--- config.mk ---
export PLATFORM = sky130hd
export DESIGN_NAME = multi_timer_table
export DESIGN_NICKNAME = d
export VERILOG_FILES = /design/src/hdl/mtt_pkg.sv /design/src/hdl/mtt_ctrl.sv /design/src/hdl/mtt_dp.sv /design/src/hdl/multi_timer_table.sv
export SDC_FILE = /design/constraint.sdc
export NUM_CORES = 2
export LEC_CHECK = 0
export BUFFER_PORTS_ARGS = -buffer_cell sky130_fd_sc_hd__buf_2
export CAP_MARGIN = 25
export CELL_PAD_IN_SITES_DETAIL_PLACEMENT = 0
export CELL_PAD_IN_SITES_GLOBAL_PLACEMENT = 1
export CORE_UTILIZATION = 40
export DETAILED_ROUTE_END_ITERATION = 8
export PLACE_DENSITY = 0.71
export SLEW_MARGIN = 25
export SYNTH_ARGS = -nofsm -noshare
export SYNTH_HDL_FRONTEND = slang
export SYNTH_HIERARCHICAL = 1
export SYNTH_SLANG_ARGS = --single-unit
--- constraint.sdc ---
create_clock -name aclk -period 13.8 [get_ports aclk]
set_input_delay 2.07 -clock aclk [delete_from_list [all_inputs] [get_ports aclk]]
set_output_delay 2.07 -clock aclk [all_outputs]
set_load 0.01 [all_outputs]
--- src/hdl/mtt_pkg.sv ---
// ----------------------------------------------------------------------------
// mtt_pkg
// Shared types, codes and helpers of the timer table.
// ----------------------------------------------------------------------------
package mtt_pkg;

    localparam int NUM_TIMERS = 16;
    localparam int TICK_UNIT  = 1;
    localparam int IDX_W      = $clog2(NUM_TIMERS);
    localparam int CNT_W      = $clog2(NUM_TIMERS + 1);
    localparam logic [7:0] EARLY_RESET = 8'd20;

    localparam logic [1:0] OP_SET  = 2'd0;
    localparam logic [1:0] OP_KILL = 2'd1;
    localparam logic [1:0] OP_ALL  = 2'd2;
    localparam logic [1:0] OP_TICK = 2'd3;

    localparam logic [1:0] ST_OK       = 2'd0;
    localparam logic [1:0] ST_ZERO_REP = 2'd1;
    localparam logic [1:0] ST_FULL     = 2'd2;
    localparam logic [1:0] ST_NOT_FND  = 2'd3;

    typedef struct packed {
        logic       in_ready;
        logic       latch;
        logic       clr_count;
        logic       idx_clr;
        logic       idx_tick;
        logic       idx_inc;
        logic       idx_dec;
        logic       write_entry;
        logic       k_init;
        logic       shift_step;
        logic       count_dec;
        logic       tick_dec;
        logic       tick_fire;
        logic       set_resp;
        logic [1:0] resp_code;
        logic       out_resp;
        logic       out_flush;
    } mtt_cmd_t;

    typedef struct packed {
        logic [1:0] op;
        logic       zero_rep;
        logic       count_zero;
        logic       at_end;
        logic       full;
        logic       id_match;
        logic       idx_zero;
        logic       shift_done;
        logic       left_gt1;
        logic       fire_drop;
        logic       pend_valid;
        logic       out_free;
    } mtt_sts_t;

    function automatic logic [23:0] mtt_reload(input logic [23:0] period,
                                               input logic [15:0] repeats,
                                               input logic        rep_forever,
                                               input logic [7:0]  early);
        logic [33:0] cut;
        logic [33:0] per;
        logic [33:0] diff;
        logic [23:0] res;
        cut  = 34'(TICK_UNIT) * {26'd0, early};
        per  = {10'd0, period};
        diff = per - cut;
        res  = period;
        if (!rep_forever && repeats == 16'd1) begin
            if (per > cut && diff > 34'(TICK_UNIT)) begin
                res = diff[23:0];
            end else begin
                res = 24'(TICK_UNIT);
            end
        end
        return res;
    endfunction

endpackage

--- src/hdl/mtt_ctrl.sv ---
// ----------------------------------------------------------------------------
// mtt_ctrl
// Sequencer of the timer table: search, rearm, removal and tick walk.
// ----------------------------------------------------------------------------
module mtt_ctrl import mtt_pkg::*; (
    input  logic     aclk,
    input  logic     aresetn,
    input  logic     s_valid,
    input  mtt_sts_t sts,
    output mtt_cmd_t cmd
);

    localparam logic [2:0] S_IDLE  = 3'd0;
    localparam logic [2:0] S_DEC   = 3'd1;
    localparam logic [2:0] S_SRCH  = 3'd2;
    localparam logic [2:0] S_SHIFT = 3'd3;
    localparam logic [2:0] S_RESP  = 3'd4;
    localparam logic [2:0] S_TICK  = 3'd5;
    localparam logic [2:0] S_FLUSH = 3'd6;

    logic [2:0] state_reg, state_next;

    always_ff @(posedge aclk) begin
        if (!aresetn) begin
            state_reg <= S_IDLE;
        end else begin
            state_reg <= state_next;
        end
    end

    always_comb begin
        cmd        = '0;
        state_next = state_reg;
        unique case (state_reg)
            S_IDLE: begin
                cmd.in_ready = 1'b1;
                if (s_valid) begin
                    cmd.latch  = 1'b1;
                    state_next = S_DEC;
                end
            end
            S_DEC: begin
                unique case (sts.op)
                    OP_SET, OP_KILL: begin
                        if (sts.op == OP_SET && sts.zero_rep) begin
                            cmd.set_resp  = 1'b1;
                            cmd.resp_code = ST_ZERO_REP;
                            state_next    = S_RESP;
                        end else begin
                            cmd.idx_clr = 1'b1;
                            state_next  = S_SRCH;
                        end
                    end
                    OP_ALL: begin
                        cmd.clr_count = 1'b1;
                        cmd.set_resp  = 1'b1;
                        cmd.resp_code = ST_OK;
                        state_next    = S_RESP;
                    end
                    default: begin
                        if (sts.count_zero) begin
                            state_next = S_IDLE;
                        end else begin
                            cmd.idx_tick = 1'b1;
                            state_next   = S_TICK;
                        end
                    end
                endcase
            end
            S_SRCH: begin
                priority if (sts.at_end) begin
                    cmd.set_resp = 1'b1;
                    state_next   = S_RESP;
                    priority if (sts.op == OP_KILL) begin
                        cmd.resp_code = ST_NOT_FND;
                    end else if (sts.full) begin
                        cmd.resp_code = ST_FULL;
                    end else begin
                        cmd.resp_code   = ST_OK;
                        cmd.write_entry = 1'b1;
                    end
                end else if (sts.id_match) begin
                    cmd.set_resp  = 1'b1;
                    cmd.resp_code = ST_OK;
                    if (sts.op == OP_SET) begin
                        cmd.write_entry = 1'b1;
                        state_next      = S_RESP;
                    end else begin
                        cmd.k_init = 1'b1;
                        state_next = S_SHIFT;
                    end
                end else begin
                    cmd.idx_inc = 1'b1;
                end
            end
            S_SHIFT: begin
                if (sts.shift_done) begin
                    cmd.count_dec = 1'b1;
                    if (sts.op == OP_TICK) begin
                        if (sts.idx_zero) begin
                            state_next = S_FLUSH;
                        end else begin
                            cmd.idx_dec = 1'b1;
                            state_next  = S_TICK;
                        end
                    end else begin
                        state_next = S_RESP;
                    end
                end else begin
                    cmd.shift_step = 1'b1;
                end
            end
            S_RESP: begin
                if (sts.out_free) begin
                    cmd.out_resp = 1'b1;
                    state_next   = S_IDLE;
                end
            end
            S_TICK: begin
                priority if (sts.left_gt1) begin
                    cmd.tick_dec = 1'b1;
                    if (sts.idx_zero) begin
                        state_next = S_FLUSH;
                    end else begin
                        cmd.idx_dec = 1'b1;
                    end
                end else if (sts.pend_valid && !sts.out_free) begin
                    state_next = S_TICK;
                end else begin
                    cmd.tick_fire = 1'b1;
                    priority if (sts.fire_drop) begin
                        cmd.k_init = 1'b1;
                        state_next = S_SHIFT;
                    end else if (sts.idx_zero) begin
                        state_next = S_FLUSH;
                    end else begin
                        cmd.idx_dec = 1'b1;
                    end
                end
            end
            S_FLUSH: begin
                priority if (!sts.pend_valid) begin
                    state_next = S_IDLE;
                end else if (sts.out_free) begin
                    cmd.out_flush = 1'b1;
                    state_next    = S_IDLE;
                end else begin
                    state_next = S_FLUSH;
                end
            end
            default: begin
                state_next = S_IDLE;
            end
        endcase
    end

endmodule

--- src/hdl/mtt_dp.sv ---
// ----------------------------------------------------------------------------
// mtt_dp
// Timer table storage, walk counters, pending fire event and result register.
// ----------------------------------------------------------------------------
module mtt_dp import mtt_pkg::*; (
    input  logic        aclk,
    input  logic        aresetn,
    input  mtt_cmd_t    cmd,
    output mtt_sts_t    sts,
    input  logic        cfg_wr_en,
    input  logic [7:0]  cfg_wr_data,
    input  logic [1:0]  s_op,
    input  logic [15:0] s_timer_id,
    input  logic [23:0] s_elapse_ticks,
    input  logic [15:0] s_repeat_count,
    input  logic        s_repeat_forever,
    input  logic [31:0] s_bind_value,
    output logic        m_valid,
    input  logic        m_ready,
    output logic        m_kind,
    output logic [1:0]  m_status,
    output logic [15:0] m_fired_id,
    output logic [31:0] m_fired_value,
    output logic        m_last
);

    logic [15:0] slot_id_reg      [NUM_TIMERS];
    logic [31:0] slot_value_reg   [NUM_TIMERS];
    logic [23:0] slot_period_reg  [NUM_TIMERS];
    logic [23:0] slot_left_reg    [NUM_TIMERS];
    logic [15:0] slot_repeats_reg [NUM_TIMERS];
    logic        slot_forever_reg [NUM_TIMERS];

    logic [7:0]       early_reg;
    logic [CNT_W-1:0] count_reg;
    logic [CNT_W-1:0] idx_reg;
    logic [IDX_W-1:0] k_reg;
    logic [1:0]       op_reg;
    logic [15:0]      id_reg;
    logic [23:0]      per_reg;
    logic [15:0]      rep_reg;
    logic             fev_reg;
    logic [31:0]      val_reg;
    logic [1:0]       resp_reg;
    logic             pend_valid_reg;
    logic [15:0]      pend_id_reg;
    logic [31:0]      pend_value_reg;
    logic             m_valid_reg;
    logic             m_kind_reg;
    logic [1:0]       m_status_reg;
    logic [15:0]      m_id_reg;
    logic [31:0]      m_value_reg;
    logic             m_last_reg;

    logic [IDX_W-1:0] ix;
    logic [IDX_W-1:0] kn;
    logic [15:0]      cur_rep;
    logic [15:0]      new_rep;
    logic [23:0]      per_fix;
    logic             out_free;
    logic             push_pend;

    assign ix       = idx_reg[IDX_W-1:0];
    assign kn       = k_reg + 1'b1;
    assign cur_rep  = slot_repeats_reg[ix];
    assign new_rep  = (cur_rep != 16'd0) ? cur_rep - 16'd1 : cur_rep;
    assign per_fix  = (per_reg == 24'd0) ? 24'd1 : per_reg;
    assign out_free = !m_valid_reg || m_ready;
    assign push_pend = cmd.tick_fire && pend_valid_reg;

    assign sts.op         = op_reg;
    assign sts.zero_rep   = !fev_reg && rep_reg == 16'd0;
    assign sts.count_zero = count_reg == '0;
    assign sts.at_end     = idx_reg == count_reg;
    assign sts.full       = count_reg == CNT_W'(NUM_TIMERS);
    assign sts.id_match   = slot_id_reg[ix] == id_reg;
    assign sts.idx_zero   = idx_reg == '0;
    assign sts.shift_done = ({1'b0, k_reg} + 1'b1) >= count_reg;
    assign sts.left_gt1   = slot_left_reg[ix] > 24'(TICK_UNIT);
    assign sts.fire_drop  = !slot_forever_reg[ix] && new_rep == 16'd0;
    assign sts.pend_valid = pend_valid_reg;
    assign sts.out_free   = out_free;

    always_ff @(posedge aclk) begin
        if (!aresetn) begin
            early_reg      <= EARLY_RESET;
            count_reg      <= '0;
            pend_valid_reg <= 1'b0;
            m_valid_reg    <= 1'b0;
        end else begin
            if (cfg_wr_en) begin
                early_reg <= cfg_wr_data;
            end
            if (cmd.clr_count) begin
                count_reg <= '0;
            end else if (cmd.write_entry && idx_reg == count_reg) begin
                count_reg <= count_reg + 1'b1;
            end else if (cmd.count_dec) begin
                count_reg <= count_reg - 1'b1;
            end
            if (cmd.tick_fire) begin
                pend_valid_reg <= 1'b1;
            end else if (cmd.out_flush || cmd.latch) begin
                pend_valid_reg <= 1'b0;
            end
            if (cmd.out_resp || cmd.out_flush || push_pend) begin
                m_valid_reg <= 1'b1;
            end else if (m_ready) begin
                m_valid_reg <= 1'b0;
            end
        end
    end

    always_ff @(posedge aclk) begin
        if (cmd.latch) begin
            op_reg  <= s_op;
            id_reg  <= s_timer_id;
            per_reg <= s_elapse_ticks;
            rep_reg <= s_repeat_count;
            fev_reg <= s_repeat_forever;
            val_reg <= s_bind_value;
        end
        if (cmd.set_resp) begin
            resp_reg <= cmd.resp_code;
        end
        priority if (cmd.idx_clr) begin
            idx_reg <= '0;
        end else if (cmd.idx_tick) begin
            idx_reg <= count_reg - 1'b1;
        end else if (cmd.idx_inc) begin
            idx_reg <= idx_reg + 1'b1;
        end else if (cmd.idx_dec) begin
            idx_reg <= idx_reg - 1'b1;
        end else begin
            idx_reg <= idx_reg;
        end
        if (cmd.k_init) begin
            k_reg <= ix;
        end else if (cmd.shift_step) begin
            k_reg <= kn;
        end
        if (cmd.tick_fire) begin
            pend_id_reg    <= slot_id_reg[ix];
            pend_value_reg <= slot_value_reg[ix];
        end
        priority if (cmd.out_resp) begin
            m_kind_reg   <= 1'b0;
            m_status_reg <= resp_reg;
            m_id_reg     <= 16'd0;
            m_value_reg  <= 32'd0;
            m_last_reg   <= 1'b1;
        end else if (cmd.out_flush || push_pend) begin
            m_kind_reg   <= 1'b1;
            m_status_reg <= ST_OK;
            m_id_reg     <= pend_id_reg;
            m_value_reg  <= pend_value_reg;
            m_last_reg   <= cmd.out_flush;
        end else begin
            m_kind_reg   <= m_kind_reg;
        end
    end

    always_ff @(posedge aclk) begin
        if (cmd.write_entry) begin
            slot_id_reg[ix]      <= id_reg;
            slot_value_reg[ix]   <= val_reg;
            slot_period_reg[ix]  <= per_fix;
            slot_repeats_reg[ix] <= fev_reg ? 16'd0 : rep_reg;
            slot_forever_reg[ix] <= fev_reg;
            slot_left_reg[ix]    <= mtt_reload(per_fix, rep_reg, fev_reg, early_reg);
        end else if (cmd.shift_step) begin
            slot_id_reg[k_reg]      <= slot_id_reg[kn];
            slot_value_reg[k_reg]   <= slot_value_reg[kn];
            slot_period_reg[k_reg]  <= slot_period_reg[kn];
            slot_left_reg[k_reg]    <= slot_left_reg[kn];
            slot_repeats_reg[k_reg] <= slot_repeats_reg[kn];
            slot_forever_reg[k_reg] <= slot_forever_reg[kn];
        end else if (cmd.tick_dec) begin
            slot_left_reg[ix] <= slot_left_reg[ix] - 24'(TICK_UNIT);
        end else if (cmd.tick_fire) begin
            if (!slot_forever_reg[ix]) begin
                slot_repeats_reg[ix] <= new_rep;
            end
            slot_left_reg[ix] <= mtt_reload(slot_period_reg[ix], new_rep,
                                            slot_forever_reg[ix], early_reg);
        end
    end

    assign m_valid       = m_valid_reg;
    assign m_kind        = m_kind_reg;
    assign m_status      = m_status_reg;
    assign m_fired_id    = m_id_reg;
    assign m_fired_value = m_value_reg;
    assign m_last        = m_last_reg;

endmodule

--- src/hdl/multi_timer_table.sv ---
// ----------------------------------------------------------------------------
// multi_timer_table
// Table of up to 16 software timers with set, kill, kill-all and tick.
// ----------------------------------------------------------------------------
// One request is handled at a time. Kill-all empties the list without a walk. Set
// and kill search the list one entry per cycle, and a kill then shifts the
// newer entries down to close the gap in the list. A tick walks the list newest
// to oldest, one entry per cycle while no fire event is held up by a stalled
// consumer, and each timer that expires for good has the newer entries shifted
// down over it. Fire events leave through a one-entry result register and a
// one-entry pending buffer, so a stalled consumer only holds the walk when both
// are full. The table takes one write per cycle, but it is read at the walk
// index and, while shifting, at the next entry as well.
// ----------------------------------------------------------------------------
module multi_timer_table import mtt_pkg::*; (
    input  logic        aclk,
    input  logic        aresetn,
    input  logic        cfg_wr_en,
    input  logic [7:0]  cfg_wr_data,
    input  logic        s_valid,
    output logic        s_ready,
    input  logic [1:0]  s_op,
    input  logic [15:0] s_timer_id,
    input  logic [23:0] s_elapse_ticks,
    input  logic [15:0] s_repeat_count,
    input  logic        s_repeat_forever,
    input  logic [31:0] s_bind_value,
    output logic        m_valid,
    input  logic        m_ready,
    output logic        m_kind,
    output logic [1:0]  m_status,
    output logic [15:0] m_fired_id,
    output logic [31:0] m_fired_value,
    output logic        m_last
);

    mtt_cmd_t cmd;
    mtt_sts_t sts;

    mtt_ctrl u_ctrl (
        .aclk    (aclk),
        .aresetn (aresetn),
        .s_valid (s_valid),
        .sts     (sts),
        .cmd     (cmd)
    );

    mtt_dp u_dp (
        .aclk             (aclk),
        .aresetn          (aresetn),
        .cmd              (cmd),
        .sts              (sts),
        .cfg_wr_en        (cfg_wr_en),
        .cfg_wr_data      (cfg_wr_data),
        .s_op             (s_op),
        .s_timer_id       (s_timer_id),
        .s_elapse_ticks   (s_elapse_ticks),
        .s_repeat_count   (s_repeat_count),
        .s_repeat_forever (s_repeat_forever),
        .s_bind_value     (s_bind_value),
        .m_valid          (m_valid),
        .m_ready          (m_ready),
        .m_kind           (m_kind),
        .m_status         (m_status),
        .m_fired_id       (m_fired_id),
        .m_fired_value    (m_fired_value),
        .m_last           (m_last)
    );

    assign s_ready = cmd.in_ready;

endmodule

==> results.md <==
- Filler Cell Count: 20000
- Worst-Margin Slew: 1.11 ns
- Delay-heaviest family, CP: buffers and inverters
- TritonCTS clock tree: built
- Drt total wl: 272000 um
- Cells after synthesis: 4955
- Yosys cell types: 98
- Adder-cell share of the synthesized area: 0.00485
- Buf/Inv on CP: 6
- Most used cell, CP: buf_4
- WL/cell: 32.2 um
- FF-to-FF path depth: 18
- All-layer global routing usage: 0.227
- Worst path cell trace: buf_4 > buf_4 > mux4_2 > mux4_2 > xnor2_1 > nand4_1 > nor4_4 > buf_4 > nor4b_1 > a21oi_1 > nor2_1 > nor2_4 > buf_4 > o31ai_1 > nand2_1 > nor2_4 > buf_4 > buf_4
- Drt first pass iters: 6
- Vias in the first global route: 54300
- Count of final max-slew check failures: 0
- Core Area: 236000 um2
- Average vias per placed instance: 6.38
- P per Cell Area: ~170 nW/um2
- Slowest CP cell: buf_4
- Worst EP arrival: roughly 9.8 ns
- Post-synthesis sequential area ratio: 0.634
- Largest net degree at the start of global routing: 149
- CTS Buf Count: 204
- CTS Sinks: slightly above 2000
- RePlAce Congestion: 0.896
- P_leak: 32.8 nW
- Clk_lat worst skew: just under 0.9 ns
- Syn Area/Cell: 19.2 um2
- Num ports: 158
- Worst-path clk slew: 0.06 ns
- Rows: ~180
- Post-route ant nets: 0
- Critical Path Fanout Max: 43
- Final Cycle Share: 0.671
- VDD IR-drop max: 151 uV
- FMAX: 108 MHz
- Worst EP required: 14.30 ns
- Number of antenna diodes: 0
- Initial drt markers: 6492
- Root Buffer: clkbuf_16
- Compound-Gate Fraction of Synth Area: 0.0273
- DP Wirelength: between 150000 and 200000 um
- Mux share of post-synthesis cell area: 0.265
- Largest family of logic cells by synthesized area: multiplexers
- Total grt overflow: 0
- Htree depth: 4
- RSZ-0062 raised after global routing: no
- Min-delay worst type: flop to flop
- Placed cells: ~8000
- Mapped Area: 95000 um2
- Synth warn: 6
- Relative slew slack: 0.257
- PostCTS Resize Cnt: 0
- Hold buffers post-CTS: 0
- Fin util: 0.453
- Sum Neg Setup Slack: 0 ns
- Final setup viols: 0
- Die area: 240000 um2
- Syn_nets: 5094
- WS Path Type: flop to flop
- PortBufs: roughly 160
- Crit path launch type: flop
- DRC: 0
- Final Non-Filler Cells: 8430
- Initial antenna violation count: 3
- Die width: roughly 490 um
- Number of cells on the critical path: 18
- WHS Path Cells: 2
- Synth Area in Simple Gates: 0.0431
- Maximum capacitance violations: 0
- Outcome: complete, no violations
- Number of flip-flops in the largest register: 512
- CTS Buffer Depth: 3
- CP max stage delay: just under 0.8 ns
- Minimum clock period: 9.26 ns
- Final Skew: around 0.075 ns
- Post-Synth XOR/XNOR Area: 0.00710
- Async set or reset register ratio after synthesis: 0
- Number of synthesized register bits: 2032
- First-pass GRT wire length: between 300000 and 400000 um
- Top_reg_cell synth: edfxtp_1
- Die height: 489 um
- Area delta synth->final: 12.3%
- Share of layout cells above drive strength 1: 0.341
- Vias: 53800
- Endpoints failing hold: 0
- Initial Util: 0.403
- Post CTS Setup Buffer Count: 0
- Setup crit end kind: flop
- Nets@finish: 5247
- Number of synthesized flops with an enable pin: just under 2000
## per-stage QoR
step,power (mW),setup slack [ns],instance area [um2],hold slack [ns]
floorplan,10.9,3.47,95000,0.460
global placement,12.4,3.96,99800,0.438
detailed placement,12.4,4.30,99900,0.442
CTS,18.0,4.26,107000,0.455
global route,18.6,4.07,107000,0.468
finish,17.9,4.54,107000,0.449
## final timing paths
kind,startpoint,end,slack (ns)
setup reg to reg,flop,u_dp/slot_period_reg[9][17]$_DFFE_PP_,4.54
hold reg to reg,u_dp/m_fired_value[23]$_SDFFE_PP0P_,u_dp/m_fired_value[23]$_SDFFE_PP0P_,0.45
setup / recovery,flop,u_dp/slot_period_reg[9][17]$_DFFE_PP_,4.54
hold / removal,u_dp/m_fired_value[23]$_SDFFE_PP0P_,u_dp/m_fired_value[23]$_SDFFE_PP0P_,0.45
## layout make-up
cell class,instances,area (um2),share of cell area
multi-input combinational,2521,33600,0.315
tap,3150,3940,0.0369
clock buffer,260,5470,0.0512
clock inverter,118,1280,0.0120
sequential,2032,60300,0.565
inverter,48,185,0.00173
timing repair buffer,301,2000,0.0188
## cell families after synthesis
family,count (synthesis)
XOR/XNOR,77
AO/OA/AOI/OAI,394
flip-flops,2032
buffers and inverters,402
adder cells (fa/ha/maj),35
multiplexers,1131
AND/OR/NAND/NOR,884
## synthesized netlist by cell type, types with 38 or more instances
cell type  count  share of area
o21ai_0       73         0.0038
xnor2_1       59         0.0054
a31oi_1       38         0.0025
buf_2         41         0.0022
nor2_1       178         0.0070
edfxtp_1    1955           0.62
nand2_1      434          0.017
dfxtp_1       77          0.016
nor3_1        43         0.0023
mux4_2      1069           0.25
inv_1         45         0.0018
a21oi_1      103         0.0054
clkbuf_1     217         0.0086
buf_1         65         0.0026
## power breakdown
group          internal [mW]  total [mW]  switching, mW
logic                   1.99        4.76           2.77
registers               7.29        7.58          0.295
clock network           3.14        5.57           2.43
total                   12.4        17.9           5.49
## cells in the final DEF, fill, tap and decap left out, types with 17 or more instances in the layout
cell type	synthesis	layout
o21ai_0	73	68
nor2_1	178	128
mux4_2	1069	1069
xnor2_1	59	57
nand2_1	434	434
inv_1	45	45
xor2_1	18	18
nor2_4	0	50
a22oi_1	31	31
ha_1	32	31
buf_2	41	158
clkinv_1	3	41
mux4_1	22	22
nor2b_1	23	23
mux2i_1	26	26
nand3_1	35	35
a21oi_1	103	96
clkinv_2	0	33
clkbuf_16	0	207
edfxtp_1	1955	1955
nor3_1	43	41
buf_4	14	130
clkbuf_1	217	44
or3_1	22	22
a31oi_1	38	31
bufinv_16	0	17
dfxtp_1	77	70
## worst reg2reg max path, cell delays in order (launching register included)
cell     delay (ns)
dfxtp_4        0.70
buf_4          0.79
buf_4          0.59
mux4_2         0.61
mux4_2         0.50
xnor2_1        0.20
nand4_1        0.27
nor4_4         0.72
buf_4          0.26
nor4b_1        0.24
a21oi_1        0.07
nor2_1         0.71
nor2_4         0.07
buf_4          0.34
o31ai_1        0.56
nand2_1        0.31
nor2_4         0.62
buf_4          0.65
buf_4          0.67
## routing by layer
metal	GRT usage	up-vias	routed length (um)
met2	0.359	2825	129000
met5	0	-	18
met4	0.0601	2	6710
li1	-	21300	-
met1	0.325	29300	112000
met3	0.0417	350	23400
Note: power is estimated with default switching activity, not from simulation.
